`config.mk`:
```
export PLATFORM = sky130hd
export DESIGN_NAME = sed_div3
export DESIGN_NICKNAME = d
export VERILOG_FILES = /design/src/hdl/sed_pkg.sv /design/src/hdl/sed_div3.sv
export SDC_FILE = /design/constraint.sdc
export NUM_CORES = 1
export LEC_CHECK = 0
export ABC_AREA = 1
export BUFFER_PORTS_ARGS = -buffer_cell sky130_fd_sc_hd__buf_2
export CORE_ASPECT_RATIO = 0.7
export CORE_MARGIN = 5
export CORE_UTILIZATION = 40
export DETAILED_ROUTE_END_ITERATION = 6
export GPL_ROUTABILITY_DRIVEN = 0
export HOLD_SLACK_MARGIN = 0.02
export PLACE_DENSITY = 0.7
export SLEW_MARGIN = 20
export SYNTH_ARGS = -nofsm -noshare
export SYNTH_HDL_FRONTEND = slang
export SYNTH_SLANG_ARGS = --single-unit
```
`constraint.sdc`:
```
create_clock -name i_clk -period 3.98 [get_ports i_clk]
set_input_delay 0.597 -clock i_clk [delete_from_list [all_inputs] [get_ports i_clk]]
set_output_delay 0.597 -clock i_clk [all_outputs]
set_load 0.03 [all_outputs]
```
`src/hdl/sed_pkg.sv`:
```
package sed_pkg;

    // number formats
    localparam int FRAC_BITS   = 16;
    localparam int DATA_W      = 32;

    // trace magnitude and the divide-by-three pipeline
    localparam int TR_W        = 34;
    localparam int DIV_STEP    = 7;
    localparam int DIV_STAGES  = 5;
    localparam int DIV_W       = DIV_STAGES * DIV_STEP;

    // tensor entry magnitudes, their squares and the square sum
    localparam int MAG_W       = 34;
    localparam int SQ_W        = 67;
    localparam int Q_W         = 70;

    // square root pipeline, one result bit per stage
    localparam int ROOT_W      = 64;
    localparam int SQRT_STAGES = ROOT_W / 2;

    // pipeline bookkeeping
    localparam int MID_STAGES  = 5;
    localparam int P2_DLY      = DIV_STAGES + MID_STAGES + SQRT_STAGES;
    localparam int NVLD        = P2_DLY + 4;

    // register reset values
    localparam logic [DATA_W-1:0] COEF_RST = 32'd1311;
    localparam logic [DATA_W-1:0] CEIL_RST = 32'hFFFF_FFFF;

    // configuration register indexes
    typedef enum logic [1:0] {
        CFG_ENABLE = 2'd0,
        CFG_COEF   = 2'd1,
        CFG_FLOOR  = 2'd2,
        CFG_CEIL   = 2'd3
    } t_cfg_idx;

endpackage

```
`src/hdl/sed_div3.sv`:
```
module sed_div3 (
    input  logic                        i_clk,
    input  logic                        i_en,
    input  logic [sed_pkg::DIV_W-1:0]   i_num,
    output logic [sed_pkg::DIV_W-1:0]   o_quo
);

    logic [sed_pkg::DIV_W-1:0] r_num [sed_pkg::DIV_STAGES-1];
    logic [1:0]                r_rem [sed_pkg::DIV_STAGES-1];
    logic [sed_pkg::DIV_W-1:0] r_quo [sed_pkg::DIV_STAGES];
    logic [sed_pkg::DIV_W-1:0] n_quo [sed_pkg::DIV_STAGES];
    logic [1:0]                n_rem [sed_pkg::DIV_STAGES];

    genvar gs;
    generate
        for (gs = 0; gs < sed_pkg::DIV_STAGES; gs++) begin : g_stage
            logic [sed_pkg::DIV_W-1:0] num_in;
            logic [sed_pkg::DIV_W-1:0] quo_in;
            logic [1:0]                rem_in;

            if (gs == 0) begin : g_first
                assign num_in = i_num;
                assign quo_in = '0;
                assign rem_in = '0;
            end else begin : g_next
                assign num_in = r_num[gs-1];
                assign quo_in = r_quo[gs-1];
                assign rem_in = r_rem[gs-1];
            end

            // long division by three, DIV_STEP (seven) numerator bits per stage
            always_comb begin : p_step
                logic [2:0] v_t;
                logic [1:0] v_rem;
                v_rem = rem_in;
                n_quo[gs] = quo_in;
                for (int j = 0; j < sed_pkg::DIV_STEP; j++) begin
                    v_t = {v_rem, num_in[sed_pkg::DIV_W-1-gs*sed_pkg::DIV_STEP-j]};
                    if (v_t >= 3'd3) begin
                        n_quo[gs][sed_pkg::DIV_W-1-gs*sed_pkg::DIV_STEP-j] = 1'b1;
                        v_rem = 2'(v_t - 3'd3);
                    end else begin
                        n_quo[gs][sed_pkg::DIV_W-1-gs*sed_pkg::DIV_STEP-j] = 1'b0;
                        v_rem = v_t[1:0];
                    end
                end
                n_rem[gs] = v_rem;
            end

            always_ff @(posedge i_clk) begin
                if (i_en) begin
                    r_quo[gs] <= n_quo[gs];
                end
            end

            if (gs < sed_pkg::DIV_STAGES - 1) begin : g_carry
                always_ff @(posedge i_clk) begin
                    if (i_en) begin
                        r_num[gs] <= num_in;
                        r_rem[gs] <= n_rem[gs];
                    end
                end
            end
        end
    endgenerate

    assign o_quo = r_quo[sed_pkg::DIV_STAGES-1];

endmodule

```
==> reports/metrics.csv, run 1 <==
metric,value,unit
status,"complete, but fails checks",
violations in the final reports,negative setup slack,
Mean Syn Cell Area,12.68,sq um
Crit-path slowest cell,edfxtp_1,
crit path launch,r_rem[2][0],
final hold violations,0,
placed insts,930,
count of cell types in the netlist,28,
number of synthesis warnings,0,
RSZ-0062 raised after global routing,yes,
Clock Sink Count,178,
clk_lat worst skew,0.42,ns
Internal Power,0.004913,W
Post-DRT Antenna Nets,0,
Residual DRC,0,
Power per Cell Area,764.0,mW/mm^2
total die area,0.02151,sq mm
Synth top area share,0.7170,
most frequent CP cell,nand2_2,
"critical path fanouts, max",3,
post-layout minimum cycle time,4.118,ns
slew of the pin with the lowest slew margin,0.7332,ns
die extent in y,124.2,um
Worst EP required,4.16,ns
Clock Power Share,0.217,
worst r2r src,r_rem[2][0],
diode count,0,
vias per cell,4.671,
first-pass GRT wire length,19210,um
I/O pin cnt,72,
fin crit share,1.035,
Synth top cells by count,"edfxtp_1, nand2_1, inv_1",
syn_nets,658,
share of post-route cells with drive strength above 1,0.4378,
Worst Clk Skew,0.009046,ns
Pre-antenna DRT Iters,4,
Post-Layout Cell Count,992,
initial antenna violation count,2,
"count leader, synth",edfxtp_1,
Synth area leader,edfxtp_1,
Hold/Removal Path Class,in2reg,
CP endpoint kind,flip-flop,
row count,41,
total CTS buffers,17,
total congestion overflow,0,
register area share after synthesis,0.7170,
core area,0.01816,sq mm
"Async S/R FF share, synth",0,
Setup CP Type,reg2reg,
Leakage Power,4.109,nW
Setup WS post-layout,-0.1376,ns
final setup fails,8,
largest net degree at the start of global routing,94,
Total Routing Usage GR,0.1101,
Port-buffer cells,70,
final instance area,0.009859,sq mm
dpl hpwl,7254,um
crit start category,flip-flop,
drt total wl,12330,um
Die X,173.2,um
sequential power share,0.355,
vias in the first global route,4316,
WP data arrival,4.30,ns
"EDFF count, synth",178,
Starting Density,0.4105,
top_reg_cell synth,edfxtp_1,
"Cell Area, Placed",0.008557,sq mm
Vias,4634,
routed len/inst,12.43,um
Syn Inst Count,588,
#FFs+latches synth,178,
total net switching power,0.002620,W
Synth area leaders,"edfxtp_1, nand2_1, ha_1",
Final Max Tran Viols,0,
Sw Share,0.3478,
1st-iter DRT viols,195,
clock buffer depth,2,
Comb pwr share,0.428,
Hold Crit Start,i_num[22],
Achievable Freq,0.2429,GHz
"Reg clk slew, reported paths",0.07,ns
relative slew slack,0.5112,
Root Driver,clkbuf_16,
maximum vdd drop,0.3596,mV
worst stage delay on the critical path,0.43,ns
area grow syn2layout,32.26,%
Final nets,814,
Mapped Area,0.007455,sq mm
# H-tree levels,4,
CTS tree,yes,
Max Cap Violations,0,
[flip-flops by register name, summed over array words and instances (netlist names)]
name and count:
r_num 70, r_rem 8, r_quo 100
[layout make-up]
cell class | instances | area (sq um)
timing repair buffer | 138 | 889.6
clock inverter | 13 | 150.1
clock buffer | 18 | 429.2
multi-input combinational | 305 | 2332
inverter | 104 | 417.9
sequential | 178 | 5345
fill | 1516 | 8300
tap | 236 | 295.3
[worst paths after layout]
kind / endpoint / slack (ns) / cells past startpoint
worst min register to register: r_num[1][3] / 0.41 / 0
worst max register to register: r_rem[3][1] / -0.14 / 38
worst min-delay path: r_num[0][22] / 0.35 / 1
worst max-delay path: r_rem[3][1] / -0.14 / 38
[repair_timing]
item / 4_1_cts / 5_1_grt
cloned: 0 / 0
gates resized for setup: 51 / 79
setup buffers: 24 / 9
hold buffers: 0 / 0
pin swaps: 43 / 51
setup endpoints to repair: 10 / 11
[cells in the final DEF, fill, tap and decap left out, drive strengths merged]
cell	count
edfxtp	178
nand2	143
buf	137
inv	109
nand3	47
ha	33
o21ai	29
clkbuf	19
nor2	16
a21oi	11
nand4	10
o21bai	6
clkinvlp	4
xor2	4
a21boi	3
bufinv	2
clkinv	2
o211ai	1
and2	1
conb	1
[power groups by stage]
stage / Combinational (W) / Sequential [W] / Clock [W]
after global placement: 0.00219 / 0.00269 / 0
after global routing: 0.00359 / 0.00271 / 0.00177
after floorplan: 0.00146 / 0.00282 / 0
after CTS: 0.00274 / 0.00267 / 0.00170
after detailed placement: 0.00228 / 0.00270 / 0
final: 0.00322 / 0.00267 / 0.00164
[through the flow]
step | setup TNS (ns) | util | setup WS [ns] | total power (W) | hold WS [ns]
2_1_floorplan | -0.1241 | - | -0.05758 | 0.004281 | 0.4003
3_3_place_gp | -0.3043 | 0.4712 | -0.1263 | 0.004874 | 0.4016
3_5_place_dp | -1.685 | 0.4712 | -0.2758 | 0.004980 | 0.4045
4_1_cts | -0.2843 | 0.5237 | -0.1261 | 0.007103 | 0.3269
5_1_grt | -3.308 | 0.5429 | -0.4562 | 0.008074 | 0.3233
6_report | -0.5005 | 0.5429 | -0.1376 | 0.007533 | 0.3521
[routing by layer]
metal,part of all wire,GRT usage,vias to the layer above,routed length [um]
met5,0.0022,0,-,27
met4,0.019,0.05066,4,229
met3,0.050,0.04157,21,614
met2,0.51,0.1836,83,6306
met1,0.42,0.1264,2201,5152
li1,-,-,2325,-
[logic make-up (layout without fill, tap and decap cells)]
kind of cell,count (synthesis),in the layout,share of synthesized area
other cells,1,1,0.0005030
simple gates,217,217,0.1276
fa+ha+maj,33,33,0.05539
compound gates,50,50,0.04045
flops,178,178,0.7170
xor+xnor,4,4,0.005708
buf+inv,105,273,0.05337
[worst max-delay path, delay by kind of cell (launching register included)]
family	cells	cell delay, ns
simple gates	22	1.69
compound gates	1	0.13
flops	1	0.43
fa+ha+maj	6	1.00
buf+inv	9	0.61
Note: power is estimated with default switching activity, not from simulation.
==> run 2: changes to the inputs <==
--- a/config.mk
+++ b/config.mk
@@ -7,13 +7,15 @@
 export LEC_CHECK = 0
 export ABC_AREA = 1
 export BUFFER_PORTS_ARGS = -buffer_cell sky130_fd_sc_hd__buf_2
+export CELL_PAD_IN_SITES_DETAIL_PLACEMENT = 1
+export CELL_PAD_IN_SITES_GLOBAL_PLACEMENT = 1
 export CORE_ASPECT_RATIO = 0.7
 export CORE_MARGIN = 5
-export CORE_UTILIZATION = 40
+export CORE_UTILIZATION = 43
 export DETAILED_ROUTE_END_ITERATION = 6
 export GPL_ROUTABILITY_DRIVEN = 0
 export HOLD_SLACK_MARGIN = 0.02
-export PLACE_DENSITY = 0.7
+export PLACE_DENSITY = 0.85
 export SLEW_MARGIN = 20
 export SYNTH_ARGS = -nofsm -noshare
 export SYNTH_HDL_FRONTEND = slang
==> reports/metrics.csv, run 2 (synthesis gave the netlist of run 1 again) <==
metric,value,unit,change
status,"complete, but fails checks",,unchanged
violations in the final reports,negative setup slack,,unchanged
Die X,167.4,um,was 173.2 um
routed len/inst,17.87,um,was 12.43 um
vias per cell,5.024,,was 4.671
total die area,0.02011,sq mm,was 0.02151 sq mm
area grow syn2layout,36.89,%,was 32.26%
total CTS buffers,17,,unchanged
first-pass GRT wire length,27400,um,was 19210 um
Multi-input gate area,0.002545,sq mm,was 0.002332 sq mm
Hold/Removal Path Class,in2reg,,unchanged
vias in the first global route,5523,,was 4316
Setup WS post-layout,-0.3848,ns,was -0.1376 ns
clock buffer depth,2,,unchanged
largest net degree at the start of global routing,78,,was 94
Port-buffer cells,70,,unchanged
CTS tree,yes,,unchanged
worst stage delay on the critical path,0.44,ns,was 0.43 ns
dpl hpwl,10560,um,was 7254 um
most flop-heavy register,r_quo,,unchanged
hold buffer count at CTS,0,,unchanged
Total Routing Usage GR,0.1729,,was 0.1101
"most common cell after layout, fill and taps aside",edfxtp_1,,unchanged
top flop regs,"r_quo: 100 flops, r_num: 70 flops, r_rem: 8 flops",,unchanged
most frequent CP cell,ha_4,,was nand2_2
"Reg clk slew, reported paths",0.07,ns,about the same
"Cell Area, Placed",0.008511,sq mm,was 0.008557 sq mm
final hold violations,0,,unchanged
Final nets,832,,was 814
Starting Density,0.4368,,was 0.4105
CP endpoint kind,flip-flop,,unchanged
Crit-path slowest cell,edfxtp_1,,unchanged
most frequent cells in the layout,"edfxtp_1, nand2_1, buf_4",,"was edfxtp_1, nand2_1, inv_1, buf_2, buf_4"
relative slew slack,0.5001,,was 0.5112
Power per Cell Area,820.1,mW/mm^2,was 764.0 mW/mm^2
Clock Sink Count,178,,unchanged
final setup fails,9,,was 8
drt total wl,17940,um,was 12330 um
I/O pin cnt,72,,unchanged
final instance area,0.01020,sq mm,was 0.009859 sq mm
row count,40,,was 41
Largest register FFs,100,,unchanged
Worst EP required,4.16,ns,about the same
Root Driver,clkbuf_16,,unchanged
Leakage Power,4.220,nW,was 4.109 nW
flip-flop and latch area,0.005345,sq mm,unchanged
crit start category,flip-flop,,unchanged
slew of the pin with the lowest slew margin,0.7499,ns,was 0.7332 ns
Residual DRC,0,,unchanged
"critical path fanouts, max",4,,was 3
Final Max Tran Viols,0,,unchanged
core area,0.01707,sq mm,was 0.01816 sq mm
total power,0.008369,W,was 0.007533 W
Post-DRT Antenna Nets,0,,unchanged
maximum vdd drop,0.3539,mV,was 0.3596 mV
# H-tree levels,4,,unchanged
Max Cap Violations,0,,unchanged
"setup slack, reg-to-reg",-0.38,ns,was -0.14 ns
fin crit share,1.097,,was 1.035
setup TNS,-2.777,ns,was -0.5005 ns
1st-iter DRT viols,314,,was 195
initial antenna violation count,0,,was 2
post-layout minimum cycle time,4.365,ns,was 4.118 ns
Pre-antenna DRT Iters,4,,unchanged
Setup CP Type,reg2reg,,unchanged
RSZ-0062 raised after global routing,yes,,unchanged
worst slack at placement,-0.5851,ns,was -0.2758 ns
diode count,0,,unchanged
Achievable Freq,0.2291,GHz,was 0.2429 GHz
total congestion overflow,0,,unchanged
WP data arrival,4.54,ns,was 4.30 ns
die extent in y,120.2,um,was 124.2 um
clk_lat worst skew,0.42,ns,about the same
fillers,1700,,was 1516
Worst Clk Skew,0.009822,ns,was 0.009046 ns
share of post-route cells with drive strength above 1,0.4838,,was 0.4378
Vias,5044,,was 4634
[run 2: cell types whose count changed in the layout (fill, tap and decap cells not counted), sizes merged]
cell	before	now
buf	137	156
inv	109	103
clkinv	2	6
clkbuf	19	20
clkinvlp	4	3
[run 2: area by class of cell]
cell class                 instances  area share
clock inverter                    10     0.01116
clock buffer                      20     0.04279
inverter                         104     0.04218
multi-input combinational        305      0.2494
sequential                       178      0.5238
timing repair buffer             156      0.1024
tap                              231     0.02832
[run 2: worst max-delay path, delay by kind of cell (launching register included)]
kind,cells,cell delay (ns)
buffers and inverters,9,0.50
DFF,1,0.44
AOI/OAI and AO/OA,6,0.74
and+or+nand+nor,15,1.18
adders and majority gates,7,1.24
[run 2: timing repair]
item                                    4_1_cts  5_1_grt
setup buffers                                47       16
gates resized for setup                     110       80
endpoints found under the setup margin       12       14
pin swaps                                    57       51
gates cloned                                  0        0
[run 2: through the flow]
| step | instances | utilization | hold slack, ns |
|---|---|---|---|
| final | 1004 | 0.5979 | 0.3518 |
| after global routing | 1004 | 0.5979 | 0.3285 |
| after CTS | 996 | 0.5760 | 0.3301 |
| after detailed placement | 920 | 0.4987 | 0.4052 |
| after global placement | 920 | 0.4987 | 0.4004 |
| after floorplan | 588 | - | 0.4003 |
[run 2: power breakdown]
part	internal [W]	total (W)	switching, W
Clock	0.000915	0.00159	0.000673
Sequential	0.00255	0.00269	0.000139
Combinational	0.00175	0.00409	0.00234
Total	0.00522	0.00837	0.00315
[run 2: worst paths after layout]
kind,startpoint,endpoint,cells past startpoint
worst max-delay path,r_num[0][27],r_rem[1][1],37
worst min register to register,r_quo[0][122],r_quo[0][157],0
worst min-delay path,i_num[7],r_num[0][7],1
worst max register to register,r_num[0][27],r_rem[1][1],37
[run 2: metal layers]
layer,track usage,routed length [um]
met5,0,0
met4,0.07907,500
met3,0.04577,728
met2,0.3331,10090
met1,0.1736,6618
==> run 3: changes to the inputs <==
--- a/config.mk
+++ b/config.mk
@@ -5,13 +5,13 @@
 export SDC_FILE = /design/constraint.sdc
 export NUM_CORES = 1
 export LEC_CHECK = 0
-export ABC_AREA = 1
+export ABC_AREA = 0
 export BUFFER_PORTS_ARGS = -buffer_cell sky130_fd_sc_hd__buf_2
 export CELL_PAD_IN_SITES_DETAIL_PLACEMENT = 1
 export CELL_PAD_IN_SITES_GLOBAL_PLACEMENT = 1
 export CORE_ASPECT_RATIO = 0.7
 export CORE_MARGIN = 5
-export CORE_UTILIZATION = 43
+export CORE_UTILIZATION = 44
 export DETAILED_ROUTE_END_ITERATION = 6
 export GPL_ROUTABILITY_DRIVEN = 0
 export HOLD_SLACK_MARGIN = 0.02
==> reports/metrics.csv, run 3 <==
metric,value,unit,change
status,"complete, but fails checks",,unchanged
violations in the final reports,negative setup slack,,unchanged
Clock Sink Count,178,,unchanged
worst slack at placement,-2.695,ns,was -0.5851 ns
drt total wl,21770,um,was 17940 um
count of cell types in the netlist,68,,was 28
"Async S/R FF share, synth",0,,unchanged
"most common cell after layout, fill and taps aside",edfxtp_1,,unchanged
"count leader, synth",edfxtp_1,,unchanged
maximum vdd drop,0.3439,mV,was 0.3539 mV
Syn Inst Count,553,,was 588
number of synthesis warnings,0,,unchanged
I/O pin cnt,72,,unchanged
CP endpoint kind,flip-flop,,unchanged
Synth top cells by count,"edfxtp_1, nor2_1, a21oi_1",,"was edfxtp_1, nand2_1, inv_1"
Crit path depth,30,,was 37
crit path launch,r_num[2][13],,was r_num[0][27]
Setup WS post-layout,-2.508,ns,was -0.3848 ns
"CP delay by family, top",simple AND/OR/NAND/NOR gates,,was adder cells
Worst EP required,4.16,ns,about the same
most frequent CP cell,ha_4,,unchanged
total net switching power,0.002611,W,was 0.003152 W
Hold/Removal Path Class,in2reg,,unchanged
metal1 wirelength,8546,um,was 6618 um
Mean Syn Cell Area,14.31,sq um,was 12.68 sq um
sequential power share,0.323,,was 0.321
vias in the first global route,6254,,was 5523
clock buffer depth,2,,unchanged
total congestion overflow,0,,unchanged
Reg2Reg Depth,30,,was 37
share of post-route cells with drive strength above 1,0.5194,,was 0.4838
fin crit share,1.630,,was 1.097
row count,41,,was 40
diode count,0,,unchanged
Max Cap Violations,0,,unchanged
Vias,5809,,was 5044
Largest register FFs,100,,unchanged
1st-iter DRT viols,335,,was 314
Mapped Area,0.007911,sq mm,was 0.007455 sq mm
#FFs+latches synth,178,,unchanged
relative slew slack,0.5432,,was 0.5001
largest net degree at the start of global routing,76,,was 78
Comb pwr share,0.457,,was 0.489
top_reg_cell synth,edfxtp_1,,unchanged
area grow syn2layout,44.65,%,was 36.89%
Post-DRT Antenna Nets,0,,unchanged
routed wl met2,11690,um,was 10090 um
Worst Clk Skew,0.009095,ns,was 0.009822 ns
total power,0.008019,W,was 0.008369 W
Starting Density,0.4432,,was 0.4368
most frequent cells in the layout,"edfxtp_1, buf_4, buf_2",,"was edfxtp_1, nand2_1, buf_4"
dpl hpwl,12800,um,was 10560 um
Internal Power,0.005408,W,was 0.005218 W
Final Max Tran Viols,0,,unchanged
Setup CP Type,reg2reg,,unchanged
Sw Share,0.3256,,was 0.3766
register area share after synthesis,0.6756,,was 0.7170
Pre-antenna DRT Iters,4,,unchanged
Clock Power Share,0.220,,was 0.190
core area,0.01785,sq mm,was 0.01707 sq mm
slew of the pin with the lowest slew margin,0.6852,ns,was 0.7499 ns
Synth area leaders,"edfxtp_1, ha_1, nor2_1",,"was edfxtp_1, nand2_1, ha_1"
Hold Crit Start,i_num[27],,was i_num[7]
CTS tree,yes,,unchanged
final instance area,0.01144,sq mm,was 0.01020 sq mm
"EDFF count, synth",178,,unchanged
Final nets,881,,was 832
"Reg clk slew, reported paths",0.07,ns,about the same
Power per Cell Area,700.8,mW/mm^2,was 820.1 mW/mm^2
crit start category,flip-flop,,unchanged
# H-tree levels,4,,unchanged
Leakage Power,4.411,nW,was 4.220 nW
Achievable Freq,0.1541,GHz,was 0.2291 GHz
WP buf/inv,0,,was 9
Synth top area share,0.6756,,was 0.7170
clk_lat worst skew,0.43,ns,was 0.42 ns
Crit-path slowest cell,edfxtp_1,,unchanged
Die X,170.3,um,was 167.4 um
post-layout minimum cycle time,6.488,ns,was 4.365 ns
total CTS buffers,17,,unchanged
top flop regs,"r_quo: 100 flops, r_num: 70 flops, r_rem: 8 flops",,unchanged
"Cell Area, Placed",0.009838,sq mm,was 0.008511 sq mm
vias per cell,5.480,,was 5.024
top routing layer used,met5,,was met4
die extent in y,122.2,um,was 120.2 um
WP data arrival,6.67,ns,was 4.54 ns
final setup fails,19,,was 9
fillers,1700,,unchanged
first-pass GRT wire length,32510,um,was 27400 um
Residual DRC,0,,unchanged
total die area,0.02081,sq mm,was 0.02011 sq mm
final hold violations,0,,unchanged
routed wl met3,864,um,was 728 um
RSZ-0062 raised after global routing,yes,,unchanged
"critical path fanouts, max",6,,was 4
Total Routing Usage GR,0.2015,,was 0.1729
worst stage delay on the critical path,0.45,ns,was 0.44 ns
Synth area leader,edfxtp_1,,unchanged
routed len/inst,20.54,um,was 17.87 um
initial antenna violation count,3,,was 0
syn_nets,623,,was 658
Worst Hold Path Cells,1,,unchanged
Root Driver,clkbuf_16,,unchanged
worst r2r src,r_num[2][13],,was r_num[0][27]
Port-buffer cells,70,,unchanged
most flop-heavy register,r_quo,,unchanged
-- run 3: cell count changes after synthesis, sizes merged, moves of 21 or more --
cell	change
nand3	-43
nor3	+21
nand2	-115
nor2	+33
inv	-85
a21oi	+25
-- run 3: cell type report --
class	instances	area, sq um	area share
tap	236	295.3	0.02580
multi-input combinational	355	3415	0.2984
sequential	178	5345	0.4671
clock inverter	13	183.9	0.01607
timing repair buffer	242	1708	0.1492
clock buffer	19	432.9	0.03783
inverter	17	63.81	0.005576
-- run 3: routing by layer --
layer / global-route usage / up-vias
met5: 0 / -
met4: 0.07382 / 6
met3: 0.05060 / 57
met2: 0.3729 / 147
met1: 0.2249 / 2923
li1: - / 2676
-- run 3: kinds of logic (layout without fill, tap and decap cells) --
kind of cell / after synthesis / in the layout / share of synthesized area
AOI/OAI and AO/OA: 130 / 130 / 0.1185
and+or+nand+nor: 171 / 171 / 0.1161
buffers and inverters: 20 / 291 / 0.009964
other: 1 / 1 / 0.0004740
DFF: 178 / 178 / 0.6756
adders and majority gates: 33 / 33 / 0.05219
muxes: 20 / 20 / 0.02720
-- run 3: path summary, 6_finish.rpt --
check	end	slack, ns
worst min register to register	r_quo[0][156]	0.42
worst max register to register	r_rem[3][1]	-2.51
worst min-delay path	r_num[0][27]	0.33
worst max-delay path	r_rem[3][1]	-2.51
-- run 3: timing repair --
| item | CTS | global route |
|---|---|---|
| setup buffers | 33 | 30 |
| pin swaps | 47 | 56 |
| gates resized for setup | 58 | 43 |
| hold buffers | 0 | 0 |
| endpoints found under the setup margin | 19 | 21 |
-- run 3: stage by stage --
stage | util | instances | setup TNS (ns) | hold slack, ns
after global routing | 0.6410 | 1060 | -29.75 | 0.3231
final | 0.6410 | 1060 | -25.62 | 0.3287
after global placement | 0.5511 | 970 | -21.75 | 0.4004
after floorplan | - | 553 | -24.60 | 0.4003
after detailed placement | 0.5511 | 970 | -27.06 | 0.4057
after CTS | 0.6178 | 1035 | -24.36 | 0.3246
-- run 3: power groups by stage --
| stage | Combinational, W | Clock (W) | Sequential, W |
|---|---|---|---|
| 2_1_floorplan | 0.00150 | 0 | 0.00273 |
| 3_3_place_gp | 0.00247 | 0 | 0.00259 |
| 3_5_place_dp | 0.00273 | 0 | 0.00262 |
| 4_1_cts | 0.00325 | 0.00179 | 0.00259 |
| 5_1_grt | 0.00390 | 0.00188 | 0.00262 |
| 6_report | 0.00367 | 0.00176 | 0.00259 |
